$ cat src/rtl/core/deficit_round_robin_scheduler_macros.svh
// ----------------------------------------------------------------------------
// DRR scheduler assertion macros
// Concurrent assertion wrappers, empty in synthesis builds.
// ----------------------------------------------------------------------------
`ifndef DEFICIT_ROUND_ROBIN_SCHEDULER_MACROS_SVH
`define DEFICIT_ROUND_ROBIN_SCHEDULER_MACROS_SVH

`ifndef SYNTHESIS
// assertion clocked by clk_i, off while rst_ni is low
`define DRR_ASSERT(lbl, prop, msg) \
  lbl: assert property (@(posedge clk_i) disable iff (!rst_ni) prop) else $error(msg);
// assertion clocked by clk_i, checked during reset too
`define DRR_ASSERT_ALWAYS(lbl, prop, msg) \
  lbl: assert property (@(posedge clk_i) prop) else $error(msg);
`else
`define DRR_ASSERT(lbl, prop, msg)
`define DRR_ASSERT_ALWAYS(lbl, prop, msg)
`endif

`endif

$ cat src/rtl/core/drr_pkg.sv
// ----------------------------------------------------------------------------
// drr_pkg
// Types, sizes and codes shared by the DRR scheduler modules.
// ----------------------------------------------------------------------------
`default_nettype none

package drr_pkg;

  // sizes
  localparam int FLOWS     = 1024;
  localparam int NQ        = FLOWS + 1;
  localparam int SLOTS     = 4096;
  localparam int PKT_MAX   = 2048;
  localparam int PKT_MIN   = 64;
  localparam int DROP_CAP  = 32;
  localparam int FLOW_W    = $clog2(NQ);
  localparam int RCNT_W    = $clog2(NQ + 1);
  localparam int SLOT_W    = $clog2(SLOTS);
  localparam int CNT_W     = $clog2(SLOTS + 1);
  localparam int INIT_N    = (SLOTS > NQ) ? SLOTS : NQ;
  localparam int INIT_W    = $clog2(INIT_N);
  localparam int LEN_W     = 12;
  localparam int TAG_W     = 16;
  localparam int HASH_W    = 32;
  localparam int BYTES_W   = 24;
  localparam int DEF_W     = 18;
  localparam int Q_W       = 16;
  localparam int LIM_W     = 24;
  localparam int DROP_W    = $clog2(DROP_CAP + 1);
  localparam int CFG_IDX_W = 1;
  localparam int CFG_W     = 24;

  // reset values of the registers
  localparam logic [Q_W-1:0]   QUANTUM_RST = Q_W'(600);
  localparam logic [LIM_W-1:0] LIMIT_RST   = LIM_W'(1000 * 1024);

  // register indexes
  localparam logic [CFG_IDX_W-1:0] CFG_QUANTUM = CFG_IDX_W'(0);
  localparam logic [CFG_IDX_W-1:0] CFG_LIMIT   = CFG_IDX_W'(1);

  // request codes
  localparam logic REQ_ENQ = 1'b0;
  localparam logic REQ_DEQ = 1'b1;

  typedef enum logic [1:0] {
    KIND_ENQ  = 2'd0,
    KIND_DROP = 2'd1,
    KIND_DEQ  = 2'd2,
    KIND_NONE = 2'd3
  } kind_e;

  typedef struct packed {
    logic              req_type;
    logic [HASH_W-1:0] flow_hash;
    logic              unclassified;
    logic [LEN_W-1:0]  pkt_len;
    logic [TAG_W-1:0]  pkt_tag;
  } req_t;

  typedef struct packed {
    kind_e             kind;
    logic [FLOW_W-1:0] flow_index;
    logic [LEN_W-1:0]  out_len;
    logic [TAG_W-1:0]  out_tag;
    logic              last;
  } res_t;

  typedef struct packed {
    logic [SLOT_W-1:0]  head;
    logic [SLOT_W-1:0]  tail;
    logic [CNT_W-1:0]   pkts;
    logic [BYTES_W-1:0] bytes;
    logic [DEF_W-1:0]   deficit;
    logic               active;
  } flow_rec_t;

  typedef struct packed {
    logic [LEN_W-1:0] len;
    logic [TAG_W-1:0] tag;
  } slot_dat_t;

  typedef enum logic [3:0] {
    ST_INIT,
    ST_IDLE,
    ST_ENQ_CHK,
    ST_ENQ_RD,
    ST_ENQ_WR,
    ST_SCAN,
    ST_SCAN_SEL,
    ST_TK_RD,
    ST_TK_WR,
    ST_DQ_POP,
    ST_DQ_FRD,
    ST_DQ_EVAL
  } ctl_state_e;

  typedef enum logic [3:0] {
    OP_NONE,
    OP_INIT,
    OP_ACCEPT,
    OP_ENQ_RD,
    OP_ENQ_WR,
    OP_SCAN,
    OP_SCAN_SEL,
    OP_TK_RD,
    OP_TK_WR,
    OP_DQ_POP,
    OP_DQ_FRD,
    OP_DQ_EVAL
  } dp_op_e;

  typedef struct packed {
    dp_op_e op;
    logic   scan_clr;
    logic   full;
    logic   deq;
  } dp_cmd_t;

  typedef struct packed {
    logic init_last;
    logic free_empty;
    logic enq_more;
    logic scan_last;
    logic best_zero;
    logic tk_more;
    logic enough;
    logic ring_empty;
    logic pkts_zero;
  } dp_status_t;

endpackage

`default_nettype wire

$ cat src/rtl/core/drr_ctrl.sv
// ----------------------------------------------------------------------------
// drr_ctrl
// Sequencer for enqueue, drop scan, head take and ring rotation.
// ----------------------------------------------------------------------------
`default_nettype none

module drr_ctrl (
  input  wire                  clk_i,
  input  wire                  rst_ni,
  input  wire                  start,
  input  wire                  req_type_i,
  input  drr_pkg::dp_status_t  sts_i,
  output drr_pkg::dp_cmd_t     cmd_o,
  output logic                 busy
);
  import drr_pkg::*;

  ctl_state_e state_q, state_d;
  logic       full_q, full_d;
  logic       deq_q, deq_d;

  // state register
  always_ff @(posedge clk_i or negedge rst_ni) begin
    if (!rst_ni) begin
      state_q <= ST_INIT;
      full_q  <= 1'b0;
      deq_q   <= 1'b0;
    end else begin
      state_q <= state_d;
      full_q  <= full_d;
      deq_q   <= deq_d;
    end
  end

  // next state and commands
  always_comb begin
    state_d      = state_q;
    full_d       = full_q;
    deq_d        = deq_q;
    cmd_o.op       = OP_NONE;
    cmd_o.scan_clr = 1'b0;
    cmd_o.full     = full_q;
    cmd_o.deq      = deq_q;
    unique case (state_q)
      ST_INIT: begin
        cmd_o.op = OP_INIT;
        if (sts_i.init_last) state_d = ST_IDLE;
      end
      ST_IDLE: begin
        if (start) begin
          cmd_o.op = OP_ACCEPT;
          full_d   = 1'b0;
          deq_d    = (req_type_i == REQ_DEQ);
          state_d  = (req_type_i == REQ_DEQ) ? ST_DQ_POP : ST_ENQ_CHK;
        end
      end
      ST_ENQ_CHK: begin
        cmd_o.scan_clr = 1'b1;
        if (sts_i.free_empty) begin
          full_d  = 1'b1;
          state_d = ST_SCAN;
        end else begin
          state_d = ST_ENQ_RD;
        end
      end
      ST_ENQ_RD: begin
        cmd_o.op = OP_ENQ_RD;
        state_d  = ST_ENQ_WR;
      end
      ST_ENQ_WR: begin
        cmd_o.op       = OP_ENQ_WR;
        cmd_o.scan_clr = 1'b1;
        state_d        = sts_i.enq_more ? ST_SCAN : ST_IDLE;
      end
      ST_SCAN: begin
        cmd_o.op = OP_SCAN;
        if (sts_i.scan_last) state_d = ST_SCAN_SEL;
      end
      ST_SCAN_SEL: begin
        cmd_o.op = OP_SCAN_SEL;
        if (!sts_i.best_zero) begin
          state_d = ST_TK_RD;
        end else if (full_q) begin
          full_d  = 1'b0;
          state_d = ST_ENQ_RD;
        end else begin
          state_d = ST_IDLE;
        end
      end
      ST_TK_RD: begin
        cmd_o.op = OP_TK_RD;
        state_d  = ST_TK_WR;
      end
      ST_TK_WR: begin
        cmd_o.op       = OP_TK_WR;
        cmd_o.scan_clr = 1'b1;
        if (deq_q) begin
          state_d = sts_i.enough ? ST_IDLE : ST_DQ_POP;
        end else if (full_q) begin
          full_d  = 1'b0;
          state_d = ST_ENQ_RD;
        end else begin
          state_d = sts_i.tk_more ? ST_SCAN : ST_IDLE;
        end
      end
      ST_DQ_POP: begin
        cmd_o.op = OP_DQ_POP;
        state_d  = sts_i.ring_empty ? ST_IDLE : ST_DQ_FRD;
      end
      ST_DQ_FRD: begin
        cmd_o.op = OP_DQ_FRD;
        state_d  = ST_DQ_EVAL;
      end
      ST_DQ_EVAL: begin
        cmd_o.op = OP_DQ_EVAL;
        state_d  = sts_i.pkts_zero ? ST_DQ_POP : ST_TK_RD;
      end
      default: state_d = ST_IDLE;
    endcase
  end

  assign busy = (state_q != ST_IDLE);

endmodule

`default_nettype wire

$ cat config.mk
export PLATFORM = sky130hd
export DESIGN_NAME = drr_ctrl
export DESIGN_NICKNAME = d
export VERILOG_FILES = /design/src/rtl/core/deficit_round_robin_scheduler_macros.svh /design/src/rtl/core/drr_pkg.sv /design/src/rtl/core/drr_ctrl.sv
export SDC_FILE = /design/constraint.sdc
export NUM_CORES = 1
export LEC_CHECK = 0
export BUFFER_PORTS_ARGS = -buffer_cell sky130_fd_sc_hd__buf_2
export CORE_AREA = 2 2 39 41
export CTS_CLUSTER_DIAMETER = 40
export DETAILED_ROUTE_END_ITERATION = 10
export DIE_AREA = 0 0 41 43
export PLACE_DENSITY = 0.79
export SLEW_MARGIN = 20
export SYNTH_ARGS = -nofsm -noshare
export SYNTH_HDL_FRONTEND = slang
export SYNTH_SLANG_ARGS = --single-unit
$ cat constraint.sdc
create_clock -name clk_i -period 1.69 [get_ports clk_i]
set_clock_uncertainty 0.05 [all_clocks]
set_input_delay 0.169 -clock clk_i [delete_from_list [all_inputs] [get_ports clk_i]]
set_output_delay 0.169 -clock clk_i [all_outputs]
set_load 0.01 [all_outputs]
==> results.py <==
metrics = {
    "pwr": {
        "powerDensity_mw_per_mm2": 2100,
        "peakVddDrop_mv": 0.948,
        "p_leak_nw": 0.426,
    },
    "place": {
        "placed_cell_area_sq_um": 766,
        "place_ws_ns": 0.0540,
        "io_buffers": 20,
        "place_congestion": 0.945,
        "dp_hpwl_um": 1460,
    },
    "layout": {
        "final_nets": 128,
        "num-fill-cells": 110,
        "final_area_sq_um": 896,
        "syn2layout_area_growth_pct": 45.5,
        "diodes": 0,
        "layout-drive-gt1-share": 0.469,
    },
    "critical_path": {
        "max_stage_delay_ns": 0.55,
        "critical_path_class": "reg -> reg",
        "arrival_ns": 1.80,
        "ff2ff_path_depth": 5,
        "timing.rr.end": "state_q[1]",
        "reg2reg_slack_ns": 0.008,
        "r2r-start": "state_q[0]",
        "crit_path_max_fanout": 4,
        "startpoint": "state_q[0]",
        "cp-start-kind": "flip-flop",
        "crit_slowest_cell": "or4b_1",
        "endpoint_kind": "flip-flop",
        "critPathMostFrequentCell": "a21oi_1",
        "path_cells": "buf_4 > or4b_1 > a21oi_1 > a21oi_1 > a31oi_1",
        "crit_required_ns": 1.80,
    },
    "timing": {
        "rsz0062_at_grt": "yes",
        "final.period_utilization": 0.995,
        "tightest_slew_ns": 0.372,
        "setup_slack_ns": 0.00846,
        "fin_crit_ns": 1.68,
        "maxSlewHeadroom": 0.752,
        "finalHoldViolCount": 0,
        "fmax_mhz": 595,
        "setup_viol": 0,
        "slew_viol_final": 0,
    },
    "die": {
        "row_count": 14,
        "core_sq_mm": 0.00138,
        "die_area_sq_mm": 0.00176,
        "io_pins": 21,
        "die_y_um": 43,
        "die_w_um": 41,
        "initial_utilization": 0.445,
    },
    "clock_network": {
        "cts_sinks": 6,
        "htreeDepth": 1,
        "cts_buffers": 3,
        "tritoncts": "done",
        "clock_latency_ns": 0.24,
        "clk_path_buf_depth": 2,
        "root_buffer": "clkbuf_4",
        "path_clk_slew_ns": 0.05,
    },
    "synth": {
        "yosys-top-cells-area": "dfrtp_1 24%, nor2_1 5.5%, buf_4 3.7%, nand2_1 3.7%, a222oi_1 3.3%",
        "syn_area_sq_um": 616,
        "syn-num-nets": 94,
        "syn_inst": 81,
        "yosysWarnings": 0,
        "syn_avg_cell_area_sq_um": 7.60,
        "synth-seq-cells": 6,
        "yosysTopAreaCell": "dfrtp_1",
        "synth-seq-area-share": 0.244,
        "ys_types": 40,
        "synth_top_area_frac": 0.244,
    },
    "grt": {
        "grt.busiest_layer": "met2",
        "grtUsageMet1": 0.316,
        "grt_first_pass_wirelength_um": 3180,
        "grt_pass1_vias": 748,
        "grt_util_met3": 0.0419,
        "antenna_found_initial": 0,
        "grt_max_degree": 10,
        "met2_usage": 0.400,
        "grt_usage": 0.265,
        "overflow": 0,
    },
    "min_path": {
        "holdPathStages": 2,
        "whs_endpoint": "state_q[0]",
        "min_path_type": "in -> reg",
        "hp-start": "sts_i[8]",
    },
    "run": {
        "drv_cap": 0,
    },
    "route": {
        "firstDrtPassIters": 4,
        "drc_errors": 0,
        "vias": 783,
        "ant_nets": 0,
        "wl_um": 2070,
        "vias_per_cell": 6.07,
        "first_iter_violations": 45,
        "wl_per_cell_um": 16.0,
    },
    "status": {
        "outcome": "completed",
    },
}
-- synthesized netlist by cell type, drive strengths merged --
library cell  instances
a211oi                1
a21o                  1
a21oi                 3
a222oi                2
a22o                  1
a22oi                 1
a31oi                 3
a32o                  1
a32oi                 1
and2b                 1
and3b                 1
buf                   7
clkbuf                3
dfrtp                 6
inv                   3
mux2                  2
nand2                 6
nand2b                3
nand3                 1
nand4                 1
nand4b                1
nor2                  9
nor2b                 2
nor3                  3
nor3b                 1
o211ai                1
o21a                  1
o21ai                 5
o21bai                2
o22a                  1
o22ai                 1
o2bb2ai               1
o32ai                 1
or2                   2
or4b                  1
or4bb                 1
-- cells in the final DEF (no fill, tap or decap), types with 2 or more instances in the layout --
master,n
nand2b_1,3
a222oi_1,2
nor2b_4,2
o21ai_0,2
o21ai_1,3
buf_2,20
or2_4,2
dfrtp_1,5
a21oi_1,3
buf_4,16
o21bai_1,2
buf_6,2
nor2_1,8
nor3_1,2
nand2_1,6
inv_1,3
a31oi_1,3
clkbuf_4,3
-- what timing repair did --
item / 4_1_cts / 5_1_grt
resized for setup: 7 / 9
hold buffers: 1 / 0
hold endpoints to repair: 6 / 0
pin swaps: 0 / 4
setup endpoints to repair: 2 / 4
setup buffers: 2 / 4
-- critical path, delay by kind of cell, from the launching register on --
| kind | cells | cell delay (ns) |
|---|---|---|
| flops | 1 | 0.44 |
| simple gates | 1 | 0.55 |
| buf+inv | 1 | 0.16 |
| compound gates | 3 | 0.41 |
-- worst max path at each step --
stage | end | slack, ns | cells after the start
floorplan | full_q | 0.16 | 4
global placement | full_q | 0.09 | 4
detailed placement | full_q | 0.05 | 4
CTS | cmd_o[4] | 0.02 | 5
global route | state_q[1] | -0.07 | 5
finish | state_q[1] | 0.008 | 5
-- state kept, by name, summed over array words and instances (netlist names) --
signal / flops
state_q: 4
full_q: 1
deq_q: 1
-- per-stage QoR --
step	std cells	power, mW	TNS (ns)	hold slack, ns	util
2_1_floorplan	81	1.09	0	-0.177	-
3_3_place_gp	119	1.43	0	-0.0547	0.553
3_5_place_dp	119	1.46	0	-0.0495	0.553
4_1_cts	125	1.70	0	0.114	0.604
5_1_grt	129	2.00	-0.202	0.110	0.647
6_report	129	1.88	0	0.108	0.647
-- where the power goes --
| group | total (mW) | switching [mW] | internal, mW |
|---|---|---|---|
| Sequential | 0.287 | 0.0752 | 0.212 |
| Combinational | 1.46 | 0.731 | 0.731 |
| Clock | 0.133 | 0.0523 | 0.0804 |
| Total | 1.88 | 0.858 | 1.02 |
-- layout make-up --
type,count,area [sq um],area share
clock buffers,3,22.5,0.0251
repair buffers,39,253,0.282
flip-flops and latches,6,151,0.169
multi-input cells,62,438,0.489
inverters,3,11.3,0.0126
well taps,16,20.0,0.0223
-- routing by layer --
layer	routed length [um]	share of wire	up-vias
met2	1010	0.49	43
met3	96	0.046	16
met4	129	0.062	0
li1	-	-	365
met1	836	0.40	359
met5	0	0	-
-- kinds of logic after synthesis --
| kind of cell | Yosys count | synth area share |
|---|---|---|
| AND/OR/NAND/NOR | 33 | 0.293 |
| AO/OA/AOI/OAI | 27 | 0.311 |
| buffers and inverters | 13 | 0.116 |
| flip-flops | 6 | 0.244 |
| multiplexers | 2 | 0.0366 |
Power figures use the tool's default switching activity.
